===== src/rtl/core/bmf_pkg.sv =====
// bmf_pkg: shared types and constants for the box mean filter.
// Holds the command word passed from front end to back end, the queue status
// group and the register indexes. No dependencies.
package bmf_pkg;

   localparam int PixelWidth   = 16;
   localparam int CoordWidth   = 9;   // row/col plus half width, and dimension counts
   localparam int FilterWidth  = 4;
   localparam int CsrIdxWidth  = 2;
   localparam int CsrDataWidth = 9;

   localparam logic [CsrIdxWidth-1:0] CSR_IMAGE_ROWS  = 2'd0;
   localparam logic [CsrIdxWidth-1:0] CSR_IMAGE_COLS  = 2'd1;
   localparam logic [CsrIdxWidth-1:0] CSR_FILTER_SIZE = 2'd2;

   localparam int FifoDepth    = 4;
   localparam int FifoPtrWidth = $clog2(FifoDepth);
   localparam int FifoCntWidth = $clog2(FifoDepth + 1);

   typedef enum logic [1:0] {
      OP_STORE,
      OP_READ,
      OP_BAD
   } op_type;

   // store: r_lo/c_lo carry the address; read: the cropped window bounds
   typedef struct packed {
      op_type                  op;
      logic [CoordWidth-1:0]   r_lo;
      logic [CoordWidth-1:0]   r_hi;
      logic [CoordWidth-1:0]   c_lo;
      logic [CoordWidth-1:0]   c_hi;
      logic [PixelWidth-1:0]   pixel;
   } cmd_type;

   typedef struct packed {
      logic full;
      logic empty;
   } fifo_stat_type;

endpackage


===== src/rtl/core/bmf_front.sv =====
// bmf_front: configuration registers and classification of incoming words.
// Clamps the image size and window, works out the cropped window bounds.
// Depends on bmf_pkg.
module bmf_front #(
   parameter int MAX_ROWS   = 256,
   parameter int MAX_COLS   = 256,
   parameter int MAX_FILTER = 15
) (
   input  logic                              clock,
   input  logic                              reset,
   input  logic                              csr_write_en,
   input  logic [bmf_pkg::CsrIdxWidth-1:0]   csr_index,
   input  logic [bmf_pkg::CsrDataWidth-1:0]  csr_wdata,
   input  logic                              req_valid,
   output logic                              req_ready,
   input  logic                              req_action,
   input  logic [7:0]                        req_row,
   input  logic [7:0]                        req_col,
   input  logic [bmf_pkg::PixelWidth-1:0]    req_pixel_value,
   input  bmf_pkg::fifo_stat_type            q_stat,
   output logic                              q_push,
   output bmf_pkg::cmd_type                  q_cmd
);
   import bmf_pkg::*;

   logic [CoordWidth-1:0]  rows_ff, cols_ff;
   logic [FilterWidth-1:0] fsize_ff;
   logic [CoordWidth-1:0]  nrows, ncols, row9, col9, half9;
   logic [CoordWidth-1:0]  r_up, c_up;
   logic [FilterWidth-1:0] fs;
   logic                   in_img;

   always_ff @(posedge clock) begin
      if (reset) begin
         rows_ff  <= CoordWidth'(256);
         cols_ff  <= CoordWidth'(256);
         fsize_ff <= FilterWidth'(3);
      end else if (csr_write_en) begin
         unique case (csr_index)
            CSR_IMAGE_ROWS:  rows_ff  <= csr_wdata;
            CSR_IMAGE_COLS:  cols_ff  <= csr_wdata;
            CSR_FILTER_SIZE: fsize_ff <= csr_wdata[FilterWidth-1:0];
            default: ;
         endcase
      end
   end

   always_comb begin
      // zero acts as one, above the maximum saturates
      if (rows_ff == '0)
         nrows = CoordWidth'(1);
      else if (32'(rows_ff) > MAX_ROWS)
         nrows = CoordWidth'(MAX_ROWS);
      else
         nrows = rows_ff;
      if (cols_ff == '0)
         ncols = CoordWidth'(1);
      else if (32'(cols_ff) > MAX_COLS)
         ncols = CoordWidth'(MAX_COLS);
      else
         ncols = cols_ff;
      fs    = (32'(fsize_ff) > MAX_FILTER) ? FilterWidth'(MAX_FILTER) : fsize_ff;
      half9 = CoordWidth'(fs >> 1);
      row9  = CoordWidth'(req_row);
      col9  = CoordWidth'(req_col);
      in_img = (row9 < nrows) && (col9 < ncols);
      r_up  = row9 + half9;
      c_up  = col9 + half9;

      q_cmd.pixel = req_pixel_value;
      q_cmd.r_lo  = (row9 >= half9) ? row9 - half9 : '0;
      q_cmd.c_lo  = (col9 >= half9) ? col9 - half9 : '0;
      q_cmd.r_hi  = (r_up > nrows - 1'b1) ? nrows - 1'b1 : r_up;
      q_cmd.c_hi  = (c_up > ncols - 1'b1) ? ncols - 1'b1 : c_up;
      if (!req_action) begin
         q_cmd.op   = OP_STORE;
         q_cmd.r_lo = row9;
         q_cmd.c_lo = col9;
      end else if (in_img) begin
         q_cmd.op = OP_READ;
      end else begin
         q_cmd.op = OP_BAD;
      end
   end

   // stores outside the image are taken and dropped
   assign req_ready = !q_stat.full;
   assign q_push    = req_valid && !q_stat.full && (req_action || in_img);

endmodule


===== config.mk =====
export PLATFORM = sky130hd
export DESIGN_NAME = bmf_front
export DESIGN_NICKNAME = d
export VERILOG_FILES = /design/src/rtl/core/bmf_pkg.sv /design/src/rtl/core/bmf_front.sv
export SDC_FILE = /design/constraint.sdc
export NUM_CORES = 1
export LEC_CHECK = 0
export BUFFER_PORTS_ARGS = -buffer_cell sky130_fd_sc_hd__buf_2
export CAP_MARGIN = 10
export CORE_ASPECT_RATIO = 0.7
export CORE_MARGIN = 5
export CORE_UTILIZATION = 46
export CTS_CLUSTER_SIZE = 20
export DETAILED_ROUTE_END_ITERATION = 10
export GPL_ROUTABILITY_DRIVEN = 0
export PLACE_DENSITY = 0.75
export SETUP_SLACK_MARGIN = 0.1
export SYNTH_ARGS = -nofsm -noshare
export SYNTH_HDL_FRONTEND = slang
export SYNTH_SLANG_ARGS = --single-unit

===== constraint.sdc =====
create_clock -name clock -period 4.4 [get_ports clock]
set_clock_uncertainty 0.15 [all_clocks]
set_input_delay 0.66 -clock clock [delete_from_list [all_inputs] [get_ports clock]]
set_output_delay 0.66 -clock clock [all_outputs]
set_load 0.01 [all_outputs]

==> Flow_metrics.wiki <==
{| class="wikitable"
! Metric !! Value
|-
| Post-route setup slack || -0.359 ns
|-
| Switching portion of total power || 40.7%
|-
| Delay contributed by the slowest stage of the critical path || 0.54 ns
|-
| Share of flip-flops with an asynchronous set or reset || 0%
|-
| Minimum clock period || 4.76 ns
|-
| Total I/O pin count || 106
|-
| Synth Warn # || 0
|-
| Leakage power total || 0.00249 uW
|-
| Endpoints failing hold || 0
|-
| Worst-path clk slew || 0.06 ns
|-
| Clock latency at the later pin of the worst-skew pair || 0.26 ns
|-
| Net switching component of the power || 424 uW
|-
| All-layer global routing usage || 25.4%
|-
| TritonCTS Buffers || 3
|-
| Clock share of power || 18.9%
|-
| Main synth FF type || sky130_fd_sc_hd__dfxtp_1
|-
| Arrival time of the worst setup path || 3.95 ns
|-
| Largest driver fanout on the critical path || 7
|-
| Count of filler cells inserted in the layout || 562
|-
| Chip Height || 85.6 microns
|-
| Average footprint of a synthesized cell || approximately 7 sq um
|-
| Cell variety after synth || 65
|-
| Detailed placement HPWL || about 9.1 mm
|-
| Average wire length per cell after detail routing || 20.2 microns
|-
| Post-synthesis register bit count || 21
|-
| End of the worst register-to-register path || rows_ff[8]
|-
| Most used cells in the layout excluding fill and tap cells || sky130_fd_sc_hd__buf_4 (94), sky130_fd_sc_hd__buf_2 (70), sky130_fd_sc_hd__nor2_1 (69)
|-
| Hold-fix buffer count after cts || 0
|-
| Number of detailed-route iterations in the first pass || 6
|-
| Row cnt || 27
|-
| Pre-CTS worst setup slack || -0.126 ns
|-
| Fmax || 210 MHz
|-
| Critical path required time || 3.59 ns
|-
| Final routed wirelength across all metal layers || 15.3 mm
|-
| Antenna violations before repair || 0
|-
| Fin. max-slew vios || 0
|-
| Cell seen most often among critical-path stages || sky130_fd_sc_hd__a21oi_1
|-
| GRT Residual Overflow || 0
|-
| Slew headroom || 41.6%
|-
| Number of vias after detailed routing || roughly 4900
|-
| Clock Tree Buf Depth || 2
|-
| Syn_nets || 622
|-
| Sequential share of power || 19.9%
|-
| Pwr dens || between 150 and 200 mW/mm^2
|-
| Antenna diodes || 0
|-
| Combinational fraction of design power || between 60% and 70%
|-
| Worst reg2reg path startpoint || rows_ff[8]
|-
| DRT antenna net count || 0
|-
| Critical Path Sink || q_cmd[24]
|-
| Wire length of the first global-routing pass || roughly 22 mm
|-
| Startpoint of the most critical setup path || cols_ff[1]
|-
| Final cell count without fillers || 758
|-
| Slowest stage cell, crit path || sky130_fd_sc_hd__nor3_4
|-
| # Max-Cap Violations || 0
|-
| Initial DRC count || 753
|-
| TritonCTS clock tree || built
|-
| RSZ-0062 raised after global routing || yes
|-
| Flop2flop setup slack || 3.28 ns
|-
| IR drop worst, VDD || roughly 0.29 mV
|-
| Most frequent standard cell in the layout excluding fill and tap cells || sky130_fd_sc_hd__buf_4
|-
| Clock H-tree levels || 1
|-
| Final Cycle Share || 108%
|-
| Total DRC errors in the routed layout || 0
|-
| Critical path capture point type || primary output
|-
| Synth Cell Area || 0.00375 sq mm
|-
| Final setup violating endpoints || 9
|-
| Outcome || finished with violations
|-
| Post-layout nets || around 760
|-
| Post-synthesis sequential area ratio || between 10% and 20%
|-
| Proportion of layout cells with a drive suffix above 1 || 42.2%
|-
| Number of global-route vias before repair || around 4600
|-
| Clock Root Buffer || sky130_fd_sc_hd__clkbuf_16
|-
| Class of the tightest hold or removal check || reg2reg
|-
| Failing checks || negative setup slack
|-
| Number of buffer cells added on primary ports || 72
|-
| DP Cell Count || slightly above 700
|-
| Layout overhead on the synthesized area || 47.4%
|-
| Slew at the pin with the worst max-slew slack || 0.872 ns
|-
| Die X-Extent || between 100 and 150 microns
|-
| Area of the core || slightly below 0.008 sq mm
|-
| Cell chain of the critical path || nor4_4 -> a21o_1 -> inv_2 -> ha_4 -> nand2b_4 -> buf_4 -> nor4_1 -> a2bb2oi_2 -> ha_1 -> nand3_2 -> a21boi_4 -> a211oi_4 -> nor3_4 -> buf_6 -> a21oi_1 -> a21oi_1 -> buf_2
|-
| Die area || ~0.010 sq mm
|-
| Post-Synthesis Cells || 524
|-
| Worst Reg2Reg Path Length in Cells || 3
|-
| Count of clock tree sinks || 21
|-
| Number of vias per cell || around 6.4
|-
| Number of enable-type register cells in the synthesized netlist || 0
|-
| Internal || 619 uW
|-
| CP Launch Type || register
|-
| Critical path type || reg2out
|-
| Effective utilization at floorplan || 47.5%
|-
| Tightest hold margin || 0.389 ns
|-
| Largest net degree at the start of global routing || 22
|}
## worst max-delay path, delay by kind of cell (launching register included)
kind / cells / cell delay [ns]
flops: 1 / 0.40
buf+inv: 4 / 0.61
simple gates: 5 / 1.12
fa+ha+maj: 2 / 0.43
compound gates: 6 / 1.11
## worst min path at each step
| stage | slack [ns] | start | endpoint | depth (start not counted) |
|---|---|---|---|---|
| floorplan | 0.34 | cols_ff[0] | cols_ff[0] | 2 |
| global placement | 0.38 | fs[1] | fs[1] | 1 |
| detailed placement | 0.39 | fs[1] | fs[1] | 1 |
| CTS | 0.37 | cols_ff[8] | cols_ff[8] | 1 |
| global route | 0.41 | cols_ff[8] | cols_ff[8] | 1 |
| finish | 0.39 | cols_ff[8] | cols_ff[8] | 1 |
## state kept, by name (all words and copies together), names as in the netlist
register  cells
cols_ff       9
rows_ff       9
fs            3
## routing by layer
| metal | track usage (%) | wire (microns) | up-vias |
|---|---|---|---|
| met5 | 0 | 0 | - |
| met1 | 34.9 | 6350 | 2289 |
| met4 | 6.35 | 575 | 0 |
| met3 | 5.27 | 1630 | 65 |
| met2 | 40.9 | 6760 | 368 |
| li1 | - | - | 2164 |
## cell usage after synthesis (5+ instances only)
library cell	number	area, sq um
sky130_fd_sc_hd__nor2_1	74	278
sky130_fd_sc_hd__o31a_1	5	43.8
sky130_fd_sc_hd__nor4_1	10	62.6
sky130_fd_sc_hd__nand2b_1	14	87.6
sky130_fd_sc_hd__and2_1	6	37.5
sky130_fd_sc_hd__nand2_1	31	116
sky130_fd_sc_hd__nand3_1	9	45.0
sky130_fd_sc_hd__buf_4	16	120
sky130_fd_sc_hd__inv_1	22	82.6
sky130_fd_sc_hd__a31oi_1	7	43.8
sky130_fd_sc_hd__a211oi_1	14	105
sky130_fd_sc_hd__dfxtp_1	21	420
sky130_fd_sc_hd__o21ai_0	24	120
sky130_fd_sc_hd__clkbuf_1	24	90.1
sky130_fd_sc_hd__nor3_1	8	40.0
sky130_fd_sc_hd__xor2_1	7	61.3
sky130_fd_sc_hd__o22ai_1	8	50.1
sky130_fd_sc_hd__ha_1	44	551
sky130_fd_sc_hd__nor2b_1	11	68.8
sky130_fd_sc_hd__a211o_1	6	52.6
sky130_fd_sc_hd__or4_1	6	45.0
sky130_fd_sc_hd__xnor2_1	15	131
sky130_fd_sc_hd__a21o_1	5	37.5
sky130_fd_sc_hd__nand4_1	9	56.3
sky130_fd_sc_hd__a2111oi_0	5	43.8
sky130_fd_sc_hd__mux2i_1	17	170
sky130_fd_sc_hd__a21oi_1	40	200
## logic make-up after synthesis
kind of cell,Yosys count,share of synthesized area (%)
multiplexers,18,4.83
XOR/XNOR,22,5.14
buffers and inverters,69,8.77
AO/OA/AOI/OAI,148,26.7
flip-flops,21,11.2
adder cells (fa/ha/maj),48,16.8
AND/OR/NAND/NOR,198,26.5
## power groups by stage
stage | Clock (uW) | Combinational, uW | Sequential, uW
final | 197 | 638 | 208
after global routing | 207 | 682 | 208
after CTS | 197 | 543 | 206
after detailed placement | 0 | 458 | 209
after global placement | 0 | 442 | 209
after floorplan | 0 | 307 | 207
## cell type report
| class | count | area, sq um | share of cell area [%] |
|---|---|---|---|
| Multi-Input combinational cell | 434 | 3620 | 65.5 |
| Clock buffer | 3 | 75.1 | 1.36 |
| Inverter | 24 | 90.1 | 1.63 |
| Timing Repair Buffer | 174 | 1180 | 21.3 |
| Sequential cell | 21 | 432 | 7.80 |
| Clock inverter | 1 | 7.51 | 0.136 |
| Tap cell | 101 | 126 | 2.28 |
## repair_timing
action,in CTS,in global routing
gates resized for setup,72,60
pin swaps,23,29
endpoints found under the setup margin,18,18
setup buffers,35,10
cloned,1,0
## stage by stage
| step | util, % | area, sq um | power [uW] | TNS [ns] |
|---|---|---|---|---|
| 2_1_floorplan | - | 3800 | 514 | 0 |
| 3_3_place_gp | 56.4 | 4460 | 651 | -0.236 |
| 3_5_place_dp | 56.4 | 4460 | 667 | -0.920 |
| 4_1_cts | 64.7 | 5110 | 946 | 0 |
| 5_1_grt | 70.0 | 5530 | 1100 | -2.40 |
| 6_report | 70.0 | 5530 | 1040 | -1.39 |
Note: power is estimated with default switching activity, not from simulation.
