### src/rtl/core/bmf_pkg.sv
// bmf_pkg: shared types and constants for the box mean filter.
// Holds the command word passed from front end to back end, the queue status
// group and the register indexes. No dependencies.
package bmf_pkg;

   localparam int PixelWidth   = 16;
   localparam int CoordWidth   = 9;   // row/col plus half width, and dimension counts
   localparam int FilterWidth  = 4;
   localparam int CsrIdxWidth  = 2;
   localparam int CsrDataWidth = 9;

   localparam logic [CsrIdxWidth-1:0] CSR_IMAGE_ROWS  = 2'd0;
   localparam logic [CsrIdxWidth-1:0] CSR_IMAGE_COLS  = 2'd1;
   localparam logic [CsrIdxWidth-1:0] CSR_FILTER_SIZE = 2'd2;

   localparam int FifoDepth    = 4;
   localparam int FifoPtrWidth = $clog2(FifoDepth);
   localparam int FifoCntWidth = $clog2(FifoDepth + 1);

   typedef enum logic [1:0] {
      OP_STORE,
      OP_READ,
      OP_BAD
   } op_type;

   // store: r_lo/c_lo carry the address; read: the cropped window bounds
   typedef struct packed {
      op_type                  op;
      logic [CoordWidth-1:0]   r_lo;
      logic [CoordWidth-1:0]   r_hi;
      logic [CoordWidth-1:0]   c_lo;
      logic [CoordWidth-1:0]   c_hi;
      logic [PixelWidth-1:0]   pixel;
   } cmd_type;

   typedef struct packed {
      logic full;
      logic empty;
   } fifo_stat_type;

endpackage

### src/rtl/core/bmf_fifo.sv
// bmf_fifo: short command queue between front end and back end.
// Depends on bmf_pkg.
module bmf_fifo (
   input  logic                   clock,
   input  logic                   reset,
   input  logic                   push,
   input  bmf_pkg::cmd_type       push_cmd,
   input  logic                   pop,
   output bmf_pkg::cmd_type       pop_cmd,
   output bmf_pkg::fifo_stat_type stat
);
   import bmf_pkg::*;

   cmd_type                  slot_ff [FifoDepth];
   logic [FifoPtrWidth-1:0]  wr_ptr_ff, rd_ptr_ff;
   logic [FifoCntWidth-1:0]  cnt_ff;

   always_ff @(posedge clock) begin
      if (reset) begin
         wr_ptr_ff <= '0;
         rd_ptr_ff <= '0;
         cnt_ff    <= '0;
      end else begin
         if (push)
            wr_ptr_ff <= wr_ptr_ff + 1'b1;
         if (pop)
            rd_ptr_ff <= rd_ptr_ff + 1'b1;
         if (push && !pop)
            cnt_ff <= cnt_ff + 1'b1;
         else if (pop && !push)
            cnt_ff <= cnt_ff - 1'b1;
      end
   end

   always_ff @(posedge clock) begin
      if (push)
         slot_ff[wr_ptr_ff] <= push_cmd;
   end

   assign pop_cmd    = slot_ff[rd_ptr_ff];
   assign stat.full  = (cnt_ff == FifoCntWidth'(FifoDepth));
   assign stat.empty = (cnt_ff == '0);

endmodule

### config.mk
export PLATFORM = sky130hd
export DESIGN_NAME = bmf_fifo
export DESIGN_NICKNAME = d
export VERILOG_FILES = /design/src/rtl/core/bmf_pkg.sv /design/src/rtl/core/bmf_fifo.sv
export SDC_FILE = /design/constraint.sdc
export NUM_CORES = 1
export LEC_CHECK = 0
export BUFFER_PORTS_ARGS = -buffer_cell sky130_fd_sc_hd__buf_2
export CAP_MARGIN = 20
export CORE_MARGIN = 1.5
export CORE_UTILIZATION = 35
export CTS_CLUSTER_DIAMETER = 60
export DETAILED_ROUTE_END_ITERATION = 10
export SYNTH_ARGS = -nofsm -noshare
export SYNTH_HDL_FRONTEND = slang
export SYNTH_SLANG_ARGS = --single-unit
### constraint.sdc
create_clock -name clock -period 2.3 [get_ports clock]
set_clock_uncertainty 0.05 [all_clocks]
set_input_delay 0.23 -clock clock [delete_from_list [all_inputs] [get_ports clock]]
set_output_delay 0.23 -clock clock [all_outputs]
set_load 0.01 [all_outputs]
==> metrics.md, run 1 <==
| Metric | Value |
|---|---|
| Sum of net half-perimeters after detailed placement | `9048 um` |
| Total number of vias | `3945` |
| Logic depth of the worst register-to-register path | `4` |
| Fraction of final layout cells with drive strength greater than 1 | `40.22%` |
| Maximum clock insertion buffer count | `3` |
| Worst IR Drop VDD | `0.0004103 V` |
| Areal power density over the cells | `864.1 mW/mm^2` |
| Critical Path AT | `1890 ps` |
| Ys Warns | `0` |
| Clock network latency to the later pin of the worst-skew pair | `500 ps` |
| Fin. max-slew vios | `0` |
| Most used flip-flop cell after synthesis | `sky130_fd_sc_hd__edfxtp_1` |
| Routed length on met3 | `839 um` |
| Hold path startpoint | `push` |
| EDFF count, synth | `216` |
| Initial antenna violation count | `0` |
| Run status | `finished, final reports clean` |
| Die area | `0.02461 mm^2` |
| R2R setup slack | `660 ps` |
| Global-route wire length before repair | `23360 um` |
| Area of the core | `0.02333 mm^2` |
| Clock tree sinks | `225` |
| Data required, critical path | `2020 ps` |
| Hold worst-path end | `wr_ptr_ff[1]` |
| Antenna diode count | `0` |
| Largest driver fanout on the critical path | `18` |
| Total Routed Length | `15210 um` |
| Post-Synthesis Cell Area | `0.008288 mm^2` |
| Share of the clock period used by the worst path | `94.14%` |
| Clock-pin slew of the registers on the worst-case setup and hold paths | `60 ps` |
| Number of flip-flops and latches in the synthesized netlist | `225` |
| DR top layer | `met4` |
| Global Route Usage Sum | `12.62%` |
| Clock tree from TritonCTS | `done` |
| End of the worst register-to-register path | `slot_ff[0][17]` |
| Sum of met2 wire segment lengths after detailed routing | `7723 um` |
| Die Height | `156.9 um` |
| Pleak | `3.639 nW` |
| Number of instances in the synthesized netlist | `326` |
| Number of global-route vias before repair | `4302` |
| Setup repair after global routing missed its margin | `false` |
| Pre-Repair DR Iteration Count | `4` |
| Number of nets still failing antenna checks after routing | `0` |
| Leftover overflow at the end of global routing | `0` |
| Worst hold-check slack | `50.43 ps` |
| Maximum number of pins on one net before global-route repair | `55` |
| Highest achievable clock rate | `0.4619 GHz` |
| Effective utilization at floorplan | `35.52%` |
| CP Class | `reg2out` |
| CTS root buf | `sky130_fd_sc_hd__clkbuf_16` |
| Design Power | `9.162 mW` |
| Total Nets Final | `589` |
| Final Core Density | `45.44%` |
| Final Wtd Congestion | `0.6599` |
| Critical Path Source Type | `register` |
| Final count of negative-setup-slack endpoints | `0` |
| Final routed wire length divided by cell count | `17.66 um` |
| Kind of end point of the critical path | `output port` |
| Number of buffers inserted by port buffering | `113` |
| Worst min path class | `in2reg` |
| Max-capacitance violation count | `0` |
| Number of H-tree levels | `1` |
| Number of clock buffers inserted by TritonCTS | `24` |
| DRC violations left | `0` |
| Sequential-to-total area share from yosys stat | `80.43%` |
| Cell depth of the worst min-delay path | `3` |
| Final TNS setup | `0 ps` |
| Avg Synthesized Cell Area | `25.42 um^2` |
| Most common library cell in the layout ignoring fill and taps | `sky130_fd_sc_hd__edfxtp_1` |
| Die W | `156.9 um` |
| Starting DRC count in detailed routing | `192` |
| Ports | `114` |
| Headroom to the max-slew limit | `72.89%` |
| Ys async rst share | `0%` |
| Top library cells by usage in the layout, fill and taps aside | `sky130_fd_sc_hd__edfxtp_1, sky130_fd_sc_hd__buf_2, sky130_fd_sc_hd__dlygate4sd3_1` |
| Shortest clock period the worst path allows after layout | `2165 ps` |
| Distinct cell type count after synthesis | `23` |
| Total number of placement rows | `56` |
| Ratio of routed vias to standard cells | `4.582` |
| WL met1 | `6400 um` |
| Area added between synthesis and finish | `27.93%` |
| Final hold violation count | `0` |
| Syn nets | `390` |
| Worst Max-Slew Pin Slew | `406.7 ps` |
| Worst R2R Start | `wr_ptr_ff[0]` |
-- power by group --
group / switching, mW / internal (mW)
Clock: 1.44 / 1.98
Sequential: 0.0657 / 4.70
Combinational: 0.476 / 0.494
-- repair_timing --
action / in CTS / in global routing
endpoints found under the hold margin: 225 / 0
setup endpoints to repair: 42 / 0
gates resized for setup: 1 / 0
hold buffers: 57 / 0
buffers inserted: 3 / 0
-- Yosys cell counts, types with 2 or more instances --
master	number	area (um^2)
sky130_fd_sc_hd__and2_1	4	25.02
sky130_fd_sc_hd__mux2i_1	2	20.02
sky130_fd_sc_hd__edfxtp_1	216	6486
sky130_fd_sc_hd__mux4_2	50	1126
sky130_fd_sc_hd__buf_2	5	25.02
sky130_fd_sc_hd__xor2_1	3	26.28
sky130_fd_sc_hd__xnor2_1	2	17.52
sky130_fd_sc_hd__inv_1	4	15.01
sky130_fd_sc_hd__mux4_1	4	105.1
sky130_fd_sc_hd__dfxtp_1	9	180.2
sky130_fd_sc_hd__ha_1	5	62.56
sky130_fd_sc_hd__buf_12	5	100.1
sky130_fd_sc_hd__nor2_1	7	26.28
-- routing by layer --
metal  vias to the layer above  global-route usage, %
met2                       101                  22.27
met3                        23                  2.991
li1                       1780                      -
met4                         0                  3.265
met1                      2041                  15.56
met5                         -                      0
-- per-stage QoR --
stage | setup WS [ps] | cell area, um^2 | instances
2_1_floorplan | 8.817 | 8288 | 326
3_3_place_gp | 467.3 | 9295 | 758
3_5_place_dp | 446.3 | 9295 | 758
4_1_cts | 58.07 | 10600 | 861
5_1_grt | 18.43 | 10600 | 861
6_report | 134.8 | 10600 | 861
-- worst max-delay path by stage --
stage               cells past startpoint       endpoint          from
floorplan                               3  slot_ff[2][0]  wr_ptr_ff[0]
global route                            3    pop_cmd[43]      register
CTS                                     3    pop_cmd[43]      register
detailed placement                      3    pop_cmd[43]      register
global placement                        3     pop_cmd[5]      register
finish                                  3     pop_cmd[5]      register
-- logic make-up (layout without fill, tap and decap cells) --
logic type,Yosys count,count (layout),share of synthesized area (%)
DFF,225,225,80.43
muxes,56,56,15.10
buffers and inverters,17,233,1.932
and+or+nand+nor,15,15,0.8907
adders and majority gates,6,6,0.9964
xor gates and xnor gates,5,5,0.5285
AOI/OAI and AO/OA,2,2,0.1207
-- state kept, by name, indices dropped and copies added, names as in the netlist, named ones only --
signal     flops
rd_ptr_ff      2
cnt_ff         3
wr_ptr_ff      2
slot_ff      216
-- final cells by class --
type                            count  area, um^2
Clock buffer                       29       640.6
Clock inverter                     14       71.32
Multi-Input combinational cell     84        1471
Tap cell                          319       399.1
Timing Repair Buffer              186        1331
Fill cell                        2007       12730
Sequential cell                   225        6674
Inverter                            4       15.01
-- worst max-delay path, cell delays in order (launching register included) --
cell and delay (ps):
sky130_fd_sc_hd__dfxtp_4 500, sky130_fd_sc_hd__buf_4 350, sky130_fd_sc_hd__mux4_2 360, sky130_fd_sc_hd__buf_2 160
No activity file was read; power rests on OpenSTA's default activity.
==> run 2, diff against run 1 <==
- ABC_AREA: default -> 1
==> metrics.md, run 2 <==
| Metric | Value |
|---|---|
| Shortest clock period the worst path allows after layout | `2180 ps` |
| Total Routed Length | `17290 um` |
| Die W | `158.2 um` |
| Areal power density over the cells | `860.1 mW/mm^2` |
| Sequential-to-total area share from yosys stat | `79.07%` |
| Registers with the highest flip-flop counts | `slot_ff (216), cnt_ff (3)` |
| Clock tree sinks | `225` |
| Ys Warns | `0` |
| Post-CTS Repair Setup Buffers | `0` |
| Global-route wire length before repair | `25920 um` |
| Headroom to the max-slew limit | `68.91%` |
| Count leader, synth | `sky130_fd_sc_hd__edfxtp_1` |
| Number of buffers inserted by port buffering | `113` |
| Number of global-route vias before repair | `4893` |
| Number of H-tree levels | `1` |
| CTS root buf | `sky130_fd_sc_hd__clkbuf_16` |
| Die area | `0.02503 mm^2` |
| Effective utilization at floorplan | `35.81%` |
| Total number of vias | `5138` |
| Minimum setup slack after placement | `481.2 ps` |
| Clock tree from TritonCTS | `done` |
| Critical Path AT | `1900 ps` |
| Distinct cell type count after synthesis | `21` |
| Ports | `114` |
| Final TNS setup | `0 ps` |
| Final hold violation count | `0` |
| Sum of net half-perimeters after detailed placement | `9391 um` |
| Register with the most flip-flops | `slot_ff` |
| Initial antenna violation count | `0` |
| Top library cells by usage in the layout, fill and taps aside | `sky130_fd_sc_hd__edfxtp_1, sky130_fd_sc_hd__nor2_1, sky130_fd_sc_hd__buf_2` |
| Final Wtd Congestion | `0.7171` |
| Area added between synthesis and finish | `26.22%` |
| Die Height | `158.2 um` |
| Post-Synthesis Cell Area | `0.008431 mm^2` |
| Clock-pin slew of the registers on the worst-case setup and hold paths | `50 ps` |
| CP Class | `reg2out` |
| Final count of negative-setup-slack endpoints | `0` |
| EDFF count, synth | `216` |
| Max-capacitance violation count | `0` |
| Number of clock buffers inserted by TritonCTS | `25` |
| Most common library cell in the layout ignoring fill and taps | `sky130_fd_sc_hd__edfxtp_1` |
| Avg Synthesized Cell Area | `14.54 um^2` |
| Flip-flop count of the largest register after layout | `216` |
| Run status | `finished, final reports clean` |
| Total number of placement rows | `56` |
| Number of flip-flops and latches in the synthesized netlist | `225` |
| Starting DRC count in detailed routing | `252` |
| Critical Path Source Type | `register` |
| Clock network latency to the later pin of the worst-skew pair | `490 ps` |
| Fin. max-slew vios | `0` |
| Fin worst setup slack | `120.5 ps` |
| Maximum number of pins on one net before global-route repair | `67` |
| Total Nets Final | `818` |
| Worst IR Drop VDD | `0.0004248 V` |
| Kind of end point of the critical path | `output port` |
| Antenna diode count | `0` |
| Setup repair after global routing missed its margin | `true` |
| Highest achievable clock rate | `0.4588 GHz` |
| Leading area contributor after synthesis | `sky130_fd_sc_hd__edfxtp_1` |
| Most used flip-flop cell after synthesis | `sky130_fd_sc_hd__edfxtp_1` |
| Number of nets still failing antenna checks after routing | `0` |
| Final Core Density | `45.20%` |
| Ratio of routed vias to standard cells | `4.718` |
| Ys async rst share | `0%` |
| Final cell count without fillers | `1089` |
| Fraction of final layout cells with drive strength greater than 1 | `21.43%` |
| Data required, critical path | `2020 ps` |
| Top area cells in the synthesized netlist | `sky130_fd_sc_hd__edfxtp_1, sky130_fd_sc_hd__o21ai_0, sky130_fd_sc_hd__nor2_1` |
| Area of the core | `0.02354 mm^2` |
| Leading post-synthesis cells by instance count | `sky130_fd_sc_hd__edfxtp_1, sky130_fd_sc_hd__nor2_1, sky130_fd_sc_hd__o21ai_0` |
| Global Route Usage Sum | `13.60%` |
| Pre-Repair DR Iteration Count | `4` |
| Leftover overflow at the end of global routing | `0` |
| Final routed wire length divided by cell count | `15.88 um` |
| Share of the clock period used by the worst path | `94.76%` |
| DRC violations left | `0` |
| Worst Max-Slew Pin Slew | `466.4 ps` |
| Cell count after placement | `991` |
| Syn nets | `644` |
| Yosys top cell area share | `76.94%` |
| Pleak | `3.776 nW` |
| Worst min path class | `in2reg` |
| Number of instances in the synthesized netlist | `580` |
| Largest driver fanout on the critical path | `58` |
| Maximum clock insertion buffer count | `3` |
-- run 2: routing by layer --
layer | global-route usage (%) | vias up | part of all wire (%)
li1 | - | 2519 | -
met2 | 22.35 | 124 | 47
met5 | 0 | - | 0
met3 | 3.449 | 25 | 5.9
met4 | 3.605 | 0 | 1.6
met1 | 17.95 | 2470 | 46
-- run 2: area by class of cell --
class                   count  area [um^2]
flip-flops and latches    225         6671
repair buffers            181         1280
well taps                 319        399.1
fillers                  2158        12900
multi-input cells         304         1493
inverters                  17        68.82
clock inverters            11        77.57
clock buffers              32        651.9
-- run 2: power by group --
part / internal (mW) / leakage, nW / switching (mW)
clock: 2.09 / 0.358 / 1.44
combinational: 0.343 / 1.36 / 0.548
sequential: 4.68 / 2.06 / 0.0448
total: 7.12 / 3.78 / 2.03
-- run 2: worst max-delay path: stages (launching register included) --
cell and delay (ps):
sky130_fd_sc_hd__dfxtp_4 360, sky130_fd_sc_hd__inv_6 330, sky130_fd_sc_hd__buf_12 250, sky130_fd_sc_hd__nor2_1 60, sky130_fd_sc_hd__o22ai_1 200, sky130_fd_sc_hd__buf_2 170
-- run 2: repair_timing --
item	4_1_cts	5_1_grt
gates resized for setup	1	0
endpoints found under the hold margin	218	0
hold buffers	55	0
endpoints found under the setup margin	12	4
-- run 2: final timing paths --
check	start	endpoint	slack, ps	cells past startpoint
max	register	pop_cmd[37]	120	5
max reg2reg	wr_ptr_ff[0]	slot_ff[0][32]	850	5
min reg2reg	rd_ptr_ff[1]	register	390	1
min	push	wr_ptr_ff[0]	40	3
-- run 2: through the flow --
stage	hold slack, ps	instance area [um^2]	total power, mW
CTS	0.2593	10640	9.282
detailed placement	357.9	9358	5.644
global placement	353.3	9358	5.633
floorplan	252.4	8431	5.278
finish	36.19	10640	9.152
global route	52.05	10640	9.524
-- run 2: logic make-up after synthesis --
kind of cell             share of synthesized area [%]
AND/OR/NAND/NOR                                  5.729
buffers and inverters                            3.220
adder cells (fa/ha/maj)                         0.9795
XOR/XNOR                                        0.1039
AO/OA/AOI/OAI                                    10.89
flip-flops                                       79.07
==> run 3, diff against run 2 <==
- CORE_ASPECT_RATIO: default -> 0.7
==> metrics.md, run 3 (synthesis gave the netlist of run 2 again) <==
| Metric | Value |
|---|---|
| Clock tree sinks | `225` |
| Total number of placement rows | `47` |
| Combined flip-flop and latch cell area | `0.006671 mm^2` |
| Total Routed Length | `18340 um` |
| Max-capacitance violation count | `0` |
| Cell at the slowest stage of the critical path | `sky130_fd_sc_hd__dfxtp_4` |
| Initial antenna violation count | `0` |
| Area added between synthesis and finish | `27.16%` |
| Most common library cell in the layout ignoring fill and taps | `sky130_fd_sc_hd__edfxtp_1` |
| Clock-pin slew of the registers on the worst-case setup and hold paths | `60 ps` |
| Number of buffers inserted by port buffering | `113` |
| Fin. max-slew vios | `0` |
| Final hold violation count | `0` |
| Worst Max-Slew Pin Slew | `512.0 ps` |
| CP Class | `reg2out` |
| Fill cell instance count of the final layout | `2129` |
| Sequence of cells on the critical path | `inv_8 > buf_12 > o21ai_1 > o22ai_1 > buf_2` |
| Global Route Usage Sum | `14.62%` |
| Global-route wire length before repair | `28720 um` |
| Clock network latency to the later pin of the worst-skew pair | `520 ps` |
| Clock tree from TritonCTS | `done` |
| CTS root buf | `sky130_fd_sc_hd__clkbuf_16` |
| Final Wtd Congestion | `0.7298` |
| Headroom to the max-slew limit | `65.86%` |
| Starting DRC count in detailed routing | `292` |
| Data required, critical path | `2020 ps` |
| Critical Path Source Type | `register` |
| Highest achievable clock rate | `0.4548 GHz` |
| Worst hold-check slack | `26.66 ps` |
| Design area | `0.01072 mm^2` |
| Number of nets still failing antenna checks after routing | `0` |
| Run status | `finished, final reports clean` |
| Areal power density over the cells | `868.3 mW/mm^2` |
| Number of global-route vias before repair | `5105` |
| Registers with the highest flip-flop counts | `slot_ff (216), cnt_ff (3)` |
| Critical Path AT | `1920 ps` |
| DRC violations left | `0` |
| Ports | `114` |
| Critical path's largest stage delay | `430 ps` |
| Register with the most flip-flops | `slot_ff` |
| Worst IR Drop VDD | `0.0006131 V` |
| Maximum number of pins on one net before global-route repair | `55` |
| Number of clock buffers inserted by TritonCTS | `23` |
| Logic depth of the worst setup path including buffers | `5` |
| Maximum clock insertion buffer count | `3` |
| Dpl cell area | `0.009392 mm^2` |
| Effective utilization at floorplan | `35.66%` |
| Logic depth of the worst register-to-register path | `5` |
| Shortest clock period the worst path allows after layout | `2199 ps` |
| Largest driver fanout on the critical path | `42` |
| Area of the core | `0.02364 mm^2` |
| Area occupied by multi-input gates | `0.001493 mm^2` |
| Final routed wire length divided by cell count | `16.81 um` |
| Flip-flop count of the largest register after layout | `216` |
| Cell depth of the worst min-delay path | `3` |
| Antenna diode count | `0` |
| Die area | `0.02504 mm^2` |
| Kind of cell with the highest combined delay on the critical path | `buffers and inverters` |
| Ratio of routed vias to standard cells | `4.782` |
| Final count of negative-setup-slack endpoints | `0` |
| Share of the clock period used by the worst path | `95.60%` |
| Number of H-tree levels | `1` |
| Sum of net half-perimeters after detailed placement | `10190 um` |
| Pleak | `3.813 nW` |
| Setup repair after global routing missed its margin | `true` |
| Die W | `188.5 um` |
| Fraction of final layout cells with drive strength greater than 1 | `21.73%` |
| Die Height | `132.9 um` |
| Pre-Repair DR Iteration Count | `4` |
| Total Nets Final | `822` |
| Worst min path class | `in2reg` |
| Leftover overflow at the end of global routing | `0` |
| Kind of end point of the critical path | `output port` |
| Number of buffers and inverters on the critical path | `3` |
| Top library cells by usage in the layout, fill and taps aside | `sky130_fd_sc_hd__edfxtp_1, sky130_fd_sc_hd__nor2_1, sky130_fd_sc_hd__buf_2` |
| Total number of vias | `5217` |
run 3: cell types whose count changed in the layout (fill, tap and decap cells not counted):
cell / before / now
sky130_fd_sc_hd__buf_6: 1 / 2
sky130_fd_sc_hd__bufinv_16: 1 / 3
sky130_fd_sc_hd__dlygate4sd3_1: 55 / 56
sky130_fd_sc_hd__clkinv_4: 1 / 0
sky130_fd_sc_hd__buf_4: 7 / 8
sky130_fd_sc_hd__clkinv_1: 5 / 4
sky130_fd_sc_hd__buf_12: 5 / 6
sky130_fd_sc_hd__clkinvlp_4: 0 / 1
sky130_fd_sc_hd__inv_8: 0 / 1
sky130_fd_sc_hd__clkbuf_16: 25 / 23
sky130_fd_sc_hd__buf_8: 0 / 2
sky130_fd_sc_hd__clkinv_2: 4 / 1
run 3: worst register-to-register path, delay by kind of cell (launching register included):
| family | cells | cell delay (ps) |
|---|---|---|
| buffers and inverters | 3 | 580 |
| DFF | 1 | 330 |
| adders and majority gates | 1 | 160 |
| and+or+nand+nor | 1 | 70 |
run 3: layout make-up:
type / count / share of cell area [%]
flip-flops and latches: 225 / 62.23
multi-input cells: 304 / 13.92
repair buffers: 187 / 12.68
clock buffers: 30 / 5.614
well taps: 318 / 3.711
clock inverters: 10 / 1.179
inverters: 17 / 0.6653
run 3: power breakdown:
part	total [mW]	switching, mW	internal (mW)
clock network	3.66	1.48	2.17
logic	0.917	0.559	0.358
registers	4.73	0.0539	4.68
run 3: what timing repair did:
action                     in CTS  in global routing
setup endpoints to repair      41                 29
hold buffers                   56                  0
gates resized for setup         3                  1
pin swaps                       0                  0
hold endpoints to repair      220                  0
buffers inserted                1                  1
run 3: per-stage QoR:
step / power (mW) / cells / setup WS [ps] / util [%] / TNS [ps]
finish: 9.308 / 1091 / 101.2 / 45.35 / 0
global route: 9.665 / 1091 / -8.940 / 45.35 / -12.26
CTS: 9.402 / 1090 / -10.26 / 45.28 / -17.22
detailed placement: 5.656 / 993 / 343.0 / 39.73 / 0
global placement: 5.647 / 993 / 357.3 / 39.73 / 0
floorplan: 5.278 / 580 / 199.9 / - / 0
run 3: final timing paths:
check,startpoint,end,slack (ps)
max reg2reg,wr_ptr_ff[0],slot_ff[0][17],710
min,push,wr_ptr_ff[1],30
max,register,pop_cmd[46],100
min reg2reg,rd_ptr_ff[1],register,420
run 3: layer usage:
layer / global-route usage, % / up-vias / wire (um)
li1: - / 2529 / -
met1: 20.47 / 2514 / 8560
met2: 22.92 / 144 / 8276
met3: 3.793 / 30 / 1168
met4: 3.351 / 0 / 336
met5: 0 / - / 0
